<file path="src/arpresp_pkg.sv">
// arpresp_pkg: shared types, constants and the reply frame byte function
// for the arp request responder; no dependencies
package arpresp_pkg;

  localparam int unsigned PAYLOAD_LEN = 28;
  localparam int unsigned FRAME_LEN   = 6 + 6 + 2 + 28;

  localparam int unsigned CNT_W = 5;
  localparam int unsigned IDX_W = 6;

  typedef enum logic {
    REG_OWN_MAC = 1'b0,
    REG_OWN_IP  = 1'b1
  } cfg_reg_t;

  // everything one reply frame needs, frozen at the end of the request
  typedef struct packed {
    logic [47:0] req_mac;
    logic [31:0] req_ip;
    logic [47:0] own_mac;
    logic [31:0] own_ip;
  } reply_desc_t;

  typedef struct packed {
    logic        vld;
    reply_desc_t desc;
  } reply_push_t;

  localparam logic [7:0] ARP_HEAD [8] = '{
    8'h00, 8'h01, 8'h08, 8'h00, 8'h06, 8'h04, 8'h00, 8'h01
  };

  localparam logic [7:0] REPLY_HEAD [10] = '{
    8'h08, 8'h06, 8'h00, 8'h01, 8'h08, 8'h00, 8'h06, 8'h04, 8'h00, 8'h02
  };

  function automatic logic [7:0] mac_byte(input logic [47:0] mac, input logic [2:0] i);
    logic [47:0] s;
    s = mac << {i, 3'b000};
    return s[47:40];
  endfunction

  function automatic logic [7:0] ip_byte(input logic [31:0] ip, input logic [1:0] i);
    logic [31:0] s;
    s = ip << {i, 3'b000};
    return s[31:24];
  endfunction

  function automatic logic [7:0] frame_at(input reply_desc_t d, input logic [IDX_W-1:0] k);
    logic [IDX_W-1:0] off;
    logic [7:0]       res;
    off = '0;
    if (k < 6'd6) begin
      res = mac_byte(d.req_mac, k[2:0]);
    end else if (k < 6'd12) begin
      off = k - 6'd6;
      res = mac_byte(d.own_mac, off[2:0]);
    end else if (k < 6'd22) begin
      off = k - 6'd12;
      res = REPLY_HEAD[off[3:0]];
    end else if (k < 6'd28) begin
      off = k - 6'd22;
      res = mac_byte(d.own_mac, off[2:0]);
    end else if (k < 6'd32) begin
      res = ip_byte(d.own_ip, k[1:0]);
    end else if (k < 6'd38) begin
      off = k - 6'd32;
      res = mac_byte(d.req_mac, off[2:0]);
    end else begin
      off = k - 6'd38;
      res = ip_byte(d.req_ip, off[1:0]);
    end
    return res;
  endfunction

endpackage

</file>
<file path="src/arpresp_front.sv">
// arpresp_front: parses and checks the incoming arp payload, captures the
// sender addresses and hands a reply descriptor on; uses arpresp_pkg
module arpresp_front (
  input  logic                      clk,
  input  logic                      rst_n,
  input  logic                      accept,
  input  logic [7:0]                payload_byte,
  input  logic                      last,
  input  logic [47:0]               own_mac,
  input  logic [31:0]               own_ip,
  output arpresp_pkg::reply_push_t  push
);
  import arpresp_pkg::*;

  logic [CNT_W-1:0] cnt_r, cnt_nxt;
  logic             ok_r, ok_nxt;
  logic [47:0]      mac_r, mac_nxt;
  logic [31:0]      ip_r, ip_nxt;
  logic [CNT_W-1:0] ip_off;

  assign ip_off = cnt_r - CNT_W'(24);

  always_comb begin
    cnt_nxt = cnt_r;
    ok_nxt  = ok_r;
    mac_nxt = mac_r;
    ip_nxt  = ip_r;
    if (cnt_r < CNT_W'(PAYLOAD_LEN)) begin
      if (cnt_r < CNT_W'(8)) begin
        if (payload_byte != ARP_HEAD[cnt_r[2:0]]) ok_nxt = 1'b0;
      end else if (cnt_r < CNT_W'(14)) begin
        mac_nxt = {mac_r[39:0], payload_byte};
      end else if (cnt_r < CNT_W'(18)) begin
        ip_nxt = {ip_r[23:0], payload_byte};
      end else if (cnt_r >= CNT_W'(24)) begin
        if (payload_byte != ip_byte(own_ip, ip_off[1:0])) ok_nxt = 1'b0;
      end
      cnt_nxt = cnt_r + CNT_W'(1);
    end
  end

  always_comb begin
    push.vld          = accept && last && (cnt_nxt == CNT_W'(PAYLOAD_LEN)) && ok_nxt;
    push.desc.req_mac = mac_nxt;
    push.desc.req_ip  = ip_nxt;
    push.desc.own_mac = own_mac;
    push.desc.own_ip  = own_ip;
  end

  always_ff @(posedge clk) begin
    if (!rst_n) begin
      cnt_r <= '0;
      ok_r  <= 1'b1;
    end else if (accept) begin
      // a last byte always starts the next payload fresh
      cnt_r <= last ? '0 : cnt_nxt;
      ok_r  <= last ? 1'b1 : ok_nxt;
    end
  end

  always_ff @(posedge clk) begin
    if (accept) begin
      mac_r <= mac_nxt;
      ip_r  <= ip_nxt;
    end
  end

endmodule

</file>
<file path="src/arpresp_fifo.sv">
// arpresp_fifo: two-entry queue of reply descriptors between front and back
// uses arpresp_pkg
module arpresp_fifo (
  input  logic                      clk,
  input  logic                      rst_n,
  input  arpresp_pkg::reply_push_t  push,
  input  logic                      pop,
  output arpresp_pkg::reply_desc_t  head,
  output logic                      full,
  output logic                      empty
);
  import arpresp_pkg::*;

  reply_desc_t mem_r [2];
  logic        wr_ptr_r, rd_ptr_r;
  logic [1:0]  count_r;

  assign full  = (count_r == 2'd2);
  assign empty = (count_r == 2'd0);
  assign head  = mem_r[rd_ptr_r];

  always_ff @(posedge clk) begin
    if (push.vld) mem_r[wr_ptr_r] <= push.desc;
  end

  always_ff @(posedge clk) begin
    if (!rst_n) begin
      wr_ptr_r <= 1'b0;
      rd_ptr_r <= 1'b0;
      count_r  <= 2'd0;
    end else begin
      if (push.vld) wr_ptr_r <= ~wr_ptr_r;
      if (pop) rd_ptr_r <= ~rd_ptr_r;
      unique case ({push.vld, pop})
        2'b10:   count_r <= count_r + 2'd1;
        2'b01:   count_r <= count_r - 2'd1;
        default: count_r <= count_r;
      endcase
    end
  end

endmodule

</file>
<file path="src/arpresp_back.sv">
// arpresp_back: takes reply descriptors from the queue and streams the
// 42-byte reply frame through an output register; uses arpresp_pkg
module arpresp_back (
  input  logic                      clk,
  input  logic                      rst_n,
  input  arpresp_pkg::reply_desc_t  head,
  input  logic                      empty,
  output logic                      pop,
  output logic                      out_tvalid,
  input  logic                      out_tready,
  output logic [7:0]                out_tdata,
  output logic                      out_tlast
);
  import arpresp_pkg::*;

  reply_desc_t      desc_r;
  logic             busy_r;
  logic [IDX_W-1:0] idx_r;
  logic             vld_r;
  logic [7:0]       data_r;
  logic             last_r;
  logic             adv;
  logic             end_byte;

  assign adv      = !vld_r || out_tready;
  assign pop      = !busy_r && !empty;
  assign end_byte = (idx_r == IDX_W'(FRAME_LEN - 1));

  assign out_tvalid = vld_r;
  assign out_tdata  = data_r;
  assign out_tlast  = last_r;

  always_ff @(posedge clk) begin
    if (!rst_n) begin
      busy_r <= 1'b0;
      idx_r  <= '0;
      vld_r  <= 1'b0;
    end else begin
      if (pop) begin
        busy_r <= 1'b1;
        idx_r  <= '0;
      end else if (busy_r && adv) begin
        idx_r <= idx_r + IDX_W'(1);
        if (end_byte) busy_r <= 1'b0;
      end
      if (adv) vld_r <= busy_r;
    end
  end

  always_ff @(posedge clk) begin
    if (pop) desc_r <= head;
    if (adv) begin
      data_r <= frame_at(desc_r, idx_r);
      last_r <= busy_r && end_byte;
    end
  end

endmodule

</file>
<file path="src/arp_request_responder.sv">
// arp_request_responder: top level, checks arp requests for this station
// and streams ethernet arp replies; uses arpresp_pkg, front, fifo and back
//
// Payload bytes are taken one per cycle with no gaps needed; each byte is
// checked as it arrives and a request for own_ip that ends on its 28th or a
// later byte queues one reply. A reply leaves as 42 bytes, one per cycle the
// sink takes them, with out_tlast on the 42nd. Between back-to-back replies the
// output goes idle while the next one is loaded from the queue; that load is
// hidden when the sink holds off the last byte of the previous reply. The
// queue holds two pending replies; in_tready drops only while it is full.
// own_mac and own_ip are sampled when the last request byte is taken.
module arp_request_responder (
  input  logic        clk,
  input  logic        rst_n,
  input  logic        in_tvalid,
  output logic        in_tready,
  input  logic [7:0]  in_tdata,   // [7:0] payload_byte
  input  logic        in_tlast,
  output logic        out_tvalid,
  input  logic        out_tready,
  output logic [7:0]  out_tdata,  // [7:0] frame_byte
  output logic        out_tlast,
  input  logic        cfg_we,
  input  logic        cfg_index,
  input  logic [47:0] cfg_wdata
);
  import arpresp_pkg::*;

  logic [47:0] own_mac_r;
  logic [31:0] own_ip_r;
  logic        accept;
  reply_push_t push;
  reply_desc_t head;
  logic        full, empty, pop;

  always_ff @(posedge clk) begin
    if (!rst_n) begin
      own_mac_r <= '0;
      own_ip_r  <= '0;
    end else if (cfg_we) begin
      unique case (cfg_reg_t'(cfg_index))
        REG_OWN_MAC: own_mac_r <= cfg_wdata;
        REG_OWN_IP:  own_ip_r  <= cfg_wdata[31:0];
        default:     own_ip_r  <= own_ip_r;
      endcase
    end
  end

  assign in_tready = !full;
  assign accept    = in_tvalid && in_tready;

  arpresp_front u_front (
    .clk          (clk),
    .rst_n        (rst_n),
    .accept       (accept),
    .payload_byte (in_tdata),
    .last         (in_tlast),
    .own_mac      (own_mac_r),
    .own_ip       (own_ip_r),
    .push         (push)
  );

  arpresp_fifo u_fifo (
    .clk   (clk),
    .rst_n (rst_n),
    .push  (push),
    .pop   (pop),
    .head  (head),
    .full  (full),
    .empty (empty)
  );

  arpresp_back u_back (
    .clk        (clk),
    .rst_n      (rst_n),
    .head       (head),
    .empty      (empty),
    .pop        (pop),
    .out_tvalid (out_tvalid),
    .out_tready (out_tready),
    .out_tdata  (out_tdata),
    .out_tlast  (out_tlast)
  );

  a_no_push_full: assert property (@(posedge clk) disable iff (!rst_n)
    !(push.vld && full))
    else $error("reply queued while queue full");

  a_no_pop_empty: assert property (@(posedge clk) disable iff (!rst_n)
    !(pop && empty))
    else $error("reply taken from empty queue");

  a_out_hold: assert property (@(posedge clk) disable iff (!rst_n)
    (out_tvalid && !out_tready) |=>
      (out_tvalid && $stable(out_tdata) && $stable(out_tlast)))
    else $error("waiting output item changed");

endmodule

</file>
<file path="config.mk">
export PLATFORM = sky130hd
export DESIGN_NAME = arp_request_responder
export DESIGN_NICKNAME = d
export VERILOG_FILES = /design/src/arpresp_pkg.sv /design/src/arpresp_front.sv /design/src/arpresp_fifo.sv /design/src/arpresp_back.sv /design/src/arp_request_responder.sv
export SDC_FILE = /design/constraint.sdc
export NUM_CORES = 1
export LEC_CHECK = 0
export ABC_AREA = 0
export CAP_MARGIN = 5
export CORE_UTILIZATION = 45
export CTS_CLUSTER_DIAMETER = 200
export DETAILED_ROUTE_END_ITERATION = 10
export DONT_BUFFER_PORTS = 1
export PLACE_DENSITY = 0.72
export RECOVER_POWER = 50
export SYNTH_ARGS = -nofsm -noshare
export SYNTH_HDL_FRONTEND = slang
export SYNTH_HIERARCHICAL = 1
export SYNTH_SLANG_ARGS = --single-unit
</file>
<file path="constraint.sdc">
create_clock -name clk -period 38.7 [get_ports clk]
set_input_delay 5.805 -clock clk [delete_from_list [all_inputs] [get_ports clk]]
set_output_delay 5.805 -clock clk [all_outputs]
set_load 0.02 [all_outputs]
</file>
# After elaboration in Yosys (flattened, before gate mapping)
# Memories as Yosys holds them, arrays and structs flattened. A register that Yosys moved wholly into a read port is not among the register bits.
# Index checks and enable logic that the tools add are counted.
[totals]
reg_bits = 187
ram_bits = 320
rom_bits = 192
input_bits = 63
output_inout_bits = 11
word_cells = 113
mem_count = 3
[mem_list]
columns = ["memory", "depth", "word_bits", "rd", "rd_clocked_by_memory_dff", "write_ports", "line", "text"]
rows = [
  ["u_fifo.mem_r", 2, 160, 1, 1, 1, "arpresp_fifo.sv:14", "reply_desc_t mem_r [2];"],
  ["(name not given)", 16, 8, 1, 0, 0, "arpresp_pkg.sv:60", "res = REPLY_HEAD[off[3:0]];"],
  ["(name not given)", 8, 8, 1, 0, 0, "arpresp_front.sv:30", "if (payload_byte != ARP_HEAD[cnt_r[2:0]]) ok_nxt = 1'b0;"],
]
[op_classes]
addsub = 10
order_cmp = 13
n_eq_ne = 7
shifts = 7
mux = 33
n_bitwise = 6
n_reduce_logical = 20
[ops]
columns = ["op", "count"]
rows = [
  ["$shl 48x6->48", 4],
  ["$mux 48", 3],
  ["$mux 32", 4],
  ["$shl 32x5->32", 3],
  ["$mux 8", 10],
  ["$ne 8x8->1", 2],
  ["$mux 1", 13],
  ["$lt 6x5->1 const B", 2],
  ["$lt 6x6->1 const B", 2],
  ["$ge 5x5->1 const B", 2],
  ["$lt 5x4->1 const B", 2],
  ["$lt 5x5->1 const B", 2],
  ["$mux 5", 2],
  ["$logic_and 1x1->1", 7],
  ["$add 6x1->6 const B", 1],
  ["$eq 6x6->1 const B", 1],
  ["$lt 6x3->1 const B", 1],
  ["$lt 6x4->1 const B", 1],
  ["$reduce_and 2->1", 3],
  ["$reduce_bool 2->1", 3],
  ["$sub 3x3->3 const B", 2],
  ["$add 5x1->5 const B", 1],
  ["$eq 5x5->1 const B", 1],
  ["$not 4->5", 1],
  ["other kinds (15)", 23],
]

# Longest topological paths before layout
# Gate-level depths: netlist (run 1).
[depth]
depth_word = 12
depth_mapped = 13
depth_no_buf = 12

# Modules after synthesis
# The synthesis (run 1) kept the hierarchy.
[modules_own_cells]
columns = ["module", "instances", "cells_each", "area_per_inst_um2", "seq_area_each_um2"]
rows = [
  ["arpresp_fifo", 1, 520, 12161.7, 9709.3],
  ["arpresp_back", 1, 399, 7180.6, 5235.0],
  ["arpresp_front", 1, 341, 4793.3, 2522.4],
  ["arp_request_responder", 1, 316, 3085.5, 1601.5],
]

# Worst setup path before layout (run 1)
# Ideal clock, no wire load.
[synth_path]
path_type = "input port to flip-flop"
startpoint = "in in_tvalid"
endpoint = "mem u_fifo/mem_r[0][0] (netlist bit) (enable)"
setup_time_ns = 0.683
t_arrival_ns = 17.371
required_ns = 38.017
path_slack_ns = 20.646
stages = 7
path_buffers = 1
cell_sequence = "nor2b_1 clkbuf_1 nand2_1 or4_1 a211oi_2 inv_1 nor2_1"
[synth_lines]
columns = ["element", "line", "text"]
rows = [
  ["start: declaration", "arp_request_responder.sv:15", "input logic in_tvalid,"],
  ["end: declaration", "arpresp_fifo.sv:14", ""],
]

==> results of run 1 <==
## worst max-delay path, stage by stage
cell and delay (ps):
nor2b_4 440, nand2_1 150, or4_1 570, a211oi_2 310, inv_1 150, nor2_4 110
buf_4 580, buf_4 720
## per-layer routing
| metal | track usage, % | part of all wire [%] | vias up | routed length, um |
|---|---|---|---|---|
| met2 | 26.3 | 48 | 352 | 24000 |
| met5 | 0 | 0.062 | - | 31 |
| met4 | 5.12 | 2.4 | 4 | 1210 |
| met1 | 22.1 | 43 | 6354 | 21600 |
| met3 | 3.97 | 6.9 | 83 | 3440 |
| li1 | - | - | 5733 | - |
## registers in the layout, indices dropped and copies added, names as in the netlist, named ones only
register / cells
u_fifo/count_r: 2
u_fifo/wr_ptr_r: 1
u_back/out_tdata: 8
own_mac_r: 48
u_back/out_tvalid: 1
u_fifo/rd_ptr_r: 1
u_fifo/mem_r: 320
u_front/ip_r: 32
u_front/mac_r: 48
u_back/idx_r: 6
own_ip_r: 32
u_back/busy_r: 1
u_back/desc_r: 160
u_front/ok_r: 1
u_back/out_tlast: 1
u_front/cnt_r: 5
## cell type report
cell class	count	area share (%)
flip-flops and latches	668	65.8
well taps	773	3.34
inverters	10	0.130
repair buffers	17	0.363
diodes	1	0.00863
clock buffers	81	5.88
clock inverters	34	1.02
multi-input cells	738	23.5
## synth_stat cells, types with 7 or more instances
| master | n |
|---|---|
| inv_1 | 9 |
| a21oi_1 | 22 |
| buf_6 | 19 |
| mux2i_1 | 96 |
| buf_4 | 87 |
| clkbuf_1 | 21 |
| ha_1 | 14 |
| xor2_1 | 12 |
| nor2b_1 | 9 |
| nor2_1 | 24 |
| buf_2 | 28 |
| edfxtp_1 | 569 |
| mux4_2 | 34 |
| mux2_2 | 145 |
| o21ai_1 | 7 |
| nand3_1 | 8 |
| o21ai_0 | 16 |
| nand2_1 | 156 |
| dfxtp_1 | 99 |
| mux2_4 | 102 |
## report_power, final
| group | total [mW] | internal, mW | switching [mW] |
|---|---|---|---|
| logic | 0.114 | 0.0503 | 0.0632 |
| clock network | 0.591 | 0.337 | 0.255 |
| registers | 0.839 | 0.815 | 0.0235 |
## cells by family after synthesis
group	after synthesis	synth area share [%]
flops	668	70.0
mux	381	18.4
simple gates	241	3.97
buf+inv	170	4.36
compound gates	84	2.04
xor+xnor	18	0.579
fa+ha+maj	14	0.644
## worst paths after layout
path | from | endpoint | slack (ps) | cells after the start
worst max-delay path | in_tvalid | u_fifo/mem_r[0][27]$_DFFE_PP_ | 30080 | 8
worst min-delay path | own_mac_r[0]$_SDFFE_PN0P_ | u_fifo/mem_r[0][32]$_DFFE_PP_ | 460 | 0
worst max register to register | register | u_back/desc_r[153]$_DFFE_PP_ | 32230 | 3
worst min register to register | own_mac_r[0]$_SDFFE_PN0P_ | u_fifo/mem_r[0][32]$_DFFE_PP_ | 460 | 0
## metrics by stage
| step | hold slack, ps | cells | setup WS (ps) |
|---|---|---|---|
| floorplan | 435 | 1576 | 20650 |
| global placement | 432 | 2206 | 29460 |
| detailed placement | 434 | 2206 | 29390 |
| CTS | 458 | 2321 | 30050 |
| global route | 461 | 2321 | 29850 |
| finish | 458 | 2322 | 30080 |
==> flow_metrics.py, run 1 <==
metrics = {
    "synthesis": {
        "yosys.area.top_type": "edfxtp_1",
        "synthCells": 1576,
        "yosys_warnings": 6,
        "synth_cell_types": 66,
        "synth_area_per_cell_um2": 17.3,
        "synth_nets": 1653,
        "synth_top_area_share_pct": 62.8,
        "ys_async_sr_fraction_pct": 0,
        "synth-main-ff-cell": "edfxtp_1",
        "synth_edf_count": 569,
        "seq_area_frac_synth_pct": 70.0,
        "syn_area_mm2": 0.0272,
        "yosys-top-cells-area": "edfxtp_1 63%, dfxtp_1 7.3%, mux2_2 6.0%",
        "synth-seq-cells": 668,
    },
    "status": {
        "violations": "capacitance limit, slew limit",
        "outcome": "complete, but fails checks",
    },
    "grt": {
        "grt.total_usage_pct": 16.4,
        "grt_pass1_vias": 12527,
        "grt_max_degree": 143,
        "antenna_found_initial": 2,
        "grt_first_pass_wirelength_um": 75300,
        "grt-ovfl-total": 0,
    },
    "clock_tree": {
        "h-tree-depth": 2,
        "clkTransAtPathRegs_ps": 60,
        "post-cts-setup-buffers": 0,
        "cts_tree": "built",
        "ctsRootBufferMaster": "clkbuf_16",
        "hold_buffers": 0,
        "clockBufferDepth": 3,
        "cts_sinks": 668,
        "clock_latency_ps": 640,
        "cts_buffers": 61,
        "post_cts_resized": 0,
    },
    "floorplanning": {
        "die_h_um": 248,
        "die_w_um": 248,
        "ios": 74,
        "rows": 89,
        "core_mm2": 0.0594,
        "initial_utilization_pct": 45.9,
        "dieArea_mm2": 0.0615,
    },
    "timing": {
        "period_needed_ps": 8620,
        "tightest_slew_ps": 3960,
        "post-route-period-util_pct": 22.3,
        "setup_viol": 0,
        "setup_tns_ps": 0,
        "skew_ps": 32.9,
        "slew_headroom_pct": -165,
        "drv_slew": 409,
        "finalHoldViolCount": 0,
        "max_freq_ghz": 0.116,
        "rsz0062_at_grt": "false",
    },
    "layout": {
        "postLayoutCellArea_mm2": 0.0290,
        "regArea_mm2": 0.0191,
        "nFillCells": 4762,
        "fin_util_pct": 48.8,
        "layout-drive-gt1-share_pct": 18.3,
        "layout.nets": 1573,
        "final_common_cell": "edfxtp_1",
        "area_growth_pct": 6.46,
        "mostFrequentLayoutCells": "569 x edfxtp_1, 156 x nand2_1, 116 x mux2_1, 98 x dfxtp_1, 96 x mux2i_1",
        "multi_input_area_mm2": 0.00680,
    },
    "critical_path": {
        "cp-start-kind": "input pin",
        "path_max_fanout": 53,
        "end_kind": "register",
        "crit_type": "in2reg",
        "worst_ep_required_time_ps": 38960,
        "timing.critical_path.arrival_ps": 8880,
    },
    "power_and_ir_drop": {
        "vdd_drop_max_uv": 33.9,
        "power.leakage_nw": 9.45,
        "total_power_mw": 1.54,
        "power_density_mw_per_mm2": 53.3,
    },
    "place": {
        "gp_congestion": 0.785,
        "io_buffers": 0,
        "dp_hpwl_um": 31100,
        "placed_area_mm2": 0.0272,
    },
    "flow_run": {
        "timing.max_cap.violations": 8,
    },
    "route": {
        "drc": 0,
        "wl_per_cell_um": 21.6,
        "vias_per_cell": 5.39,
        "drtPass1Iterations": 5,
        "drtIter0Drc": 937,
        "wl_um": 50200,
        "vias": 12526,
        "postRouteAntennaNets": 0,
    },
    "worst_hold_path": {
        "hp-class": "reg2reg",
    },
}
(Power assumes the default switching activity.)
==> inputs of run 2 (changes only) <==
- PLACE_DENSITY: 0.72 -> 0.74
- clock period: 38.7 -> 7.8 ns (I/O delays scaled with it)
==> run 2 against run 1 <==
The flow still finishes with violations (capacitance limit, slew limit). Non-clock buffer count decreased by 3. First-iteration DRC count grew 10%. Register-to-register slack got worse by 30000 ps. Utilization is essentially flat. Sequential power increased to 5.0 times the previous value. Die area unchanged. Critical endpoint is now u_fifo/mem_r[1][63]$_DFFE_PP_. Highest routed layer is now met4.
==> flow_metrics.py, run 2 (synthesized netlist as in run 1, its figures left out) <==
metrics = {
    "timing": {
        "setup_tns_ps": 0,
        "skew_ps": 31.4,
        "rsz0062_at_grt": "false",
        "setup_ws_ps": 2020,
        "holdWs_ps": 451,
        "drv_slew": 492,
        "tightest_slew_ps": 4330,
        "slew_headroom_pct": -189,
        "post-route-period-util_pct": 74.1,
        "finalHoldViolCount": 0,
        "period_needed_ps": 5780,
        "setup_viol": 0,
        "max_freq_ghz": 0.173,
    },
    "floorplanning": {
        "initial_utilization_pct": 45.9,
        "rows": 89,
        "die_h_um": 248,
        "ios": 74,
        "die_w_um": 248,
        "core_mm2": 0.0594,
        "dieArea_mm2": 0.0615,
    },
    "power_and_ir_drop": {
        "p_int_mw": 6.09,
        "power_frac_comb_pct": 7.3,
        "seq_power_share_pct": 53.4,
        "power_frac_clock_pct": 39.4,
        "power.leakage_nw": 9.39,
        "total_power_mw": 7.80,
        "power_switching_mw": 1.72,
        "power_density_mw_per_mm2": 270,
        "switching_share_pct": 22.0,
        "vdd_drop_max_uv": 202,
    },
    "place": {
        "io_buffers": 0,
        "dp_cells": 2203,
        "placed_area_mm2": 0.0272,
        "gp_congestion": 0.809,
        "dp_hpwl_um": 30100,
        "dp_slack_ps": 2880,
    },
    "grt": {
        "grt-ovfl-total": 0,
        "antenna_found_initial": 0,
        "grt_first_pass_wirelength_um": 75100,
        "grt.total_usage_pct": 16.3,
        "grt_pass1_vias": 12500,
        "grt_max_degree": 163,
    },
    "clock_tree": {
        "ctsRootBufferMaster": "clkbuf_16",
        "clkTransAtPathRegs_ps": 70,
        "cts_buffers": 61,
        "clock_latency_ps": 640,
        "post-cts-setup-buffers": 0,
        "cts_tree": "built",
        "clockBufferDepth": 3,
        "h-tree-depth": 2,
        "post_cts_resized": 0,
        "hold_buffers": 0,
        "cts_sinks": 668,
    },
    "status": {
        "outcome": "complete, but fails checks",
        "violations": "capacitance limit, slew limit",
    },
    "critical_path": {
        "end_kind": "register",
        "timing.critical_path.arrival_ps": 6040,
        "path_max_fanout": 85,
        "cp-start-kind": "register",
        "worst_ep_required_time_ps": 8060,
        "crit_type": "reg2reg",
    },
    "flow_run": {
        "timing.max_cap.violations": 10,
    },
    "route": {
        "drtPass1Iterations": 5,
        "wl_per_cell_um": 21.7,
        "drtIter0Drc": 1034,
        "drc": 0,
        "postRouteAntennaNets": 0,
        "wl_um": 50200,
        "vias_per_cell": 5.40,
        "vias": 12516,
    },
    "layout": {
        "final_common_cell": "edfxtp_1",
        "reg_top3": "u_fifo/mem_r x320, u_back/desc_r x160",
        "postLayoutCellArea_mm2": 0.0290,
        "nFillCells": 4810,
        "multi_input_area_mm2": 0.00666,
        "largest_reg_flops": 320,
        "final_cells": 2318,
        "area_growth_pct": 6.36,
        "layout.nets": 1570,
        "regArea_mm2": 0.0191,
        "regMostFlops": "u_fifo/mem_r",
        "fin_util_pct": 48.8,
        "mostFrequentLayoutCells": "569 x edfxtp_1, 156 x nand2_1, 120 x mux2_2, 113 x mux2_1, 98 x dfxtp_1",
        "layout-drive-gt1-share_pct": 18.6,
    },
    "worst_hold_path": {
        "hp-class": "reg2reg",
    },
}
## run 2: cell count changes in the layout (fill, tap and decap cells not counted), sizes merged
| cell | delta |
|---|---|
| buf | -4 |
| bufinv | +3 |
| clkbuf | +5 |
| clkinv | -5 |
| clkinvlp | -1 |
| inv | -2 |
## run 2: area by class of cell
type,instances,area share [%]
Sequential cell,668,65.9
Multi-Input combinational cell,738,23.0
Clock buffer,85,5.96
Tap cell,773,3.34
Clock inverter,29,1.32
Timing Repair Buffer,14,0.363
Inverter,10,0.130
Antenna cell,1,0.00864
## run 2: worst max-delay path, stage by stage (launching register included)
cell,delay [ps]
dfxtp_1,410
and2b_2,260
nor2b_1,1980
nand2_1,230
or4_1,650
a211oi_2,310
and2_4,950
buf_12,470
## run 2: metal layers
metal  up-vias  track usage (%)  part of all wire, %
met2       317             27.5                   49
met4         0             5.23                  2.4
li1       5729                -                    -
met5         -                0                    0
met3        77             3.55                  6.1
met1      6393             21.0                   42
## run 2: path summary, 6_finish.rpt
kind / start / end / slack (ps) / depth (start not counted)
setup / recovery: u_fifo/count_r[0]$_SDFFE_PN0P_ / u_fifo/mem_r[1][63]$_DFFE_PP_ / 2020 / 7
hold reg to reg: own_mac_r[31]$_SDFFE_PN0P_ / u_fifo/mem_r[0][63]$_DFFE_PP_ / 450 / 0
hold / removal: own_mac_r[31]$_SDFFE_PN0P_ / u_fifo/mem_r[0][63]$_DFFE_PP_ / 450 / 0
setup reg to reg: u_fifo/count_r[0]$_SDFFE_PN0P_ / u_fifo/mem_r[1][63]$_DFFE_PP_ / 2020 / 7
## run 2: power by group through the flow
stage	Clock [mW]	Sequential, mW	Combinational, mW
CTS	3.14	4.15	0.597
floorplan	0	4.18	0.523
detailed placement	0	4.23	0.593
global route	3.27	4.18	0.608
finish	3.07	4.16	0.567
global placement	0	4.22	0.579
==> inputs of run 3 (changes only) <==
- ABC_AREA: 0 -> 1
- PLACE_DENSITY: 0.74 -> 0.72
- clock period: 7.8 -> 5.6 ns (I/O delays scaled with it)
==> run 3 against run 2 <==
The run still ends with capacitance limit, slew limit left. Via count increased by 25%. Maximum frequency increased by 36%. Utilization decreased by 0.11 points. Clock power increased by 42%. Register-to-register slack got worse by 680 ps. Highest routed layer unchanged. Critical path depth increased by 5. Die area increased by 2.2%.
==> flow_metrics.py, run 3 <==
metrics = {
    "synthesis": {
        "synth_xor_area_share_pct": 0.189,
        "synth-seq-cells": 668,
        "synth_top_family_by_area": "simple AND/OR/NAND/NOR gates",
        "synth_edf_count": 569,
        "yosys.area_share.adder_pct": 0.629,
        "synth_cell_types": 38,
        "synth-main-ff-cell": "edfxtp_1",
        "yosys_warnings": 6,
        "yosys.area_share.simple_pct": 11.2,
        "synth_compound_area_share_pct": 4.46,
        "seq_area_frac_synth_pct": 68.5,
        "synth_nets": 2257,
        "yosys.area.top_type": "edfxtp_1",
        "ys_async_sr_fraction_pct": 0,
        "ys_top_cells_by_count": "569 x edfxtp_1, 312 x nand2_1, 254 x nor2_1",
        "yosysMostFrequentCell": "edfxtp_1",
        "synthCells": 2180,
        "yosys-top-cells-area": "edfxtp_1 61%, dfxtp_1 7.1%, mux2_4 5.4%",
        "syn_area_mm2": 0.0278,
        "synth_area_per_cell_um2": 12.8,
        "synth_mux_area_share_pct": 8.31,
        "synth_top_area_share_pct": 61.4,
    },
    "timing": {
        "slew_headroom_pct": -71.5,
        "tightest_slew_ps": 2570,
        "period_needed_ps": 4260,
        "setup_viol": 0,
        "finalHoldViolCount": 0,
        "post-route-period-util_pct": 76.0,
        "max_freq_ghz": 0.235,
        "setup_ws_ps": 1340,
        "holdWs_ps": 363,
        "skew_ps": 24.4,
        "setup_tns_ps": 0,
        "drv_slew": 496,
        "rsz0062_at_grt": "false",
    },
    "floorplanning": {
        "dieArea_mm2": 0.0628,
        "core_mm2": 0.0607,
        "die_h_um": 251,
        "initial_utilization_pct": 45.9,
        "rows": 90,
        "ios": 74,
        "die_w_um": 251,
    },
    "route": {
        "vias_per_cell": 5.34,
        "drc": 0,
        "wl_per_cell_um": 19.3,
        "drtIter0Drc": 1375,
        "vias": 15632,
        "drtPass1Iterations": 7,
        "wl_um": 56400,
        "postRouteAntennaNets": 0,
    },
    "grt": {
        "grt_first_pass_wirelength_um": 87000,
        "grt_pass1_vias": 15269,
        "grt_max_degree": 161,
        "grt-ovfl-total": 0,
        "antenna_found_initial": 1,
        "grt.total_usage_pct": 17.9,
    },
    "place": {
        "io_buffers": 0,
        "dp_hpwl_um": 33600,
        "placed_area_mm2": 0.0278,
        "gp_congestion": 0.892,
        "dp_slack_ps": 1970,
    },
    "clock_tree": {
        "clock_latency_ps": 600,
        "hold_buffers": 0,
        "h-tree-depth": 3,
        "clockBufferDepth": 3,
        "clkTransAtPathRegs_ps": 60,
        "post_cts_resized": 0,
        "ctsRootBufferMaster": "clkbuf_16",
        "cts_tree": "built",
        "post-cts-setup-buffers": 0,
        "cts_buffers": 69,
        "cts_sinks": 668,
    },
    "flow_run": {
        "timing.max_cap.violations": 10,
    },
    "layout": {
        "reg_top3": "u_fifo/mem_r x320, u_back/desc_r x160",
        "final_common_cell": "edfxtp_1",
        "layout.nets": 2164,
        "area_growth_pct": 6.13,
        "mostFrequentLayoutCells": "569 x edfxtp_1, 313 x nand2_1, 252 x nor2_1, 153 x inv_1, 137 x nand3_1",
        "postLayoutCellArea_mm2": 0.0295,
        "layout-drive-gt1-share_pct": 10.7,
        "regMostFlops": "u_fifo/mem_r",
        "largest_reg_flops": 320,
    },
    "critical_path": {
        "cp-start-kind": "register",
        "crit_type": "reg2reg",
        "timing.critical_path.arrival_ps": 4450,
        "end_kind": "register",
        "path_max_fanout": 78,
        "worst_ep_required_time_ps": 5800,
    },
    "worst_hold_path": {
        "hp-class": "in2reg",
    },
    "status": {
        "violations": "capacitance limit, slew limit",
        "outcome": "complete, but fails checks",
    },
    "power_and_ir_drop": {
        "power.leakage_nw": 10.8,
        "total_power_mw": 11.9,
        "vdd_drop_max_uv": 200,
        "power_density_mw_per_mm2": 402,
    },
}
run 3: worst max-delay path, stage by stage (launching register included):
cell and delay, ps:
dfxtp_1 390, nor2_1 110, nor2_4 90, clkbuf_1 1390
nand2_1 110, inv_1 160, nand2_1 60, nor2_1 100
nand4_1 100, a21oi_2 180, nand2_1 120, clkinvlp_4 110
buf_4 870
run 3: power by group:
part / total, mW / switching, mW / internal (mW)
Combinational: 1.36 / 0.925 / 0.435
Sequential: 6.14 / 0.260 / 5.88
Clock: 4.37 / 1.83 / 2.53
run 3: logic make-up after synthesis:
logic type,count (synthesis)
simple gates,745
xor+xnor,6
buf+inv,341
mux,172
fa+ha+maj,14
flops,668
compound gates,234
run 3: final timing paths:
path / cells after the start / from / slack, ps / to
worst max-delay path: 12 / u_fifo/count_r[0]$_SDFFE_PN0P_ / 1340 / u_fifo/mem_r[1][98]$_DFFE_PP_
worst min-delay path: 2 / rst_n / 360 / u_fifo/count_r[1]$_SDFFE_PN0P_
worst max register to register: 12 / u_fifo/count_r[0]$_SDFFE_PN0P_ / 1340 / u_fifo/mem_r[1][98]$_DFFE_PP_
worst min register to register: 0 / own_mac_r[42]$_SDFFE_PN0P_ / 450 / u_fifo/mem_r[0][74]$_DFFE_PP_
run 3: cell type report:
cell class	count	area, um2
Fill cell	5123	31200
Sequential cell	668	19100
Multi-Input combinational cell	1171	6550
Clock buffer	96	1980
Tap cell	782	978
Inverter	159	609
Clock inverter	29	200
Timing Repair Buffer	18	139
Antenna cell	2	5.00
run 3: routing by layer:
metal	global-route usage (%)	up-vias	routed length (um)
met4	7.19	0	1800
met1	23.2	7708	23600
met3	3.87	108	3840
met5	0	-	0
met2	29.2	523	27200
li1	-	7293	-
run 3: through the flow:
step / cells / utilization, %
global placement: 2798 / 45.7
finish: 2925 / 48.7
detailed placement: 2798 / 45.7
CTS: 2923 / 49.3
global route: 2923 / 48.7
floorplan: 2180 / -
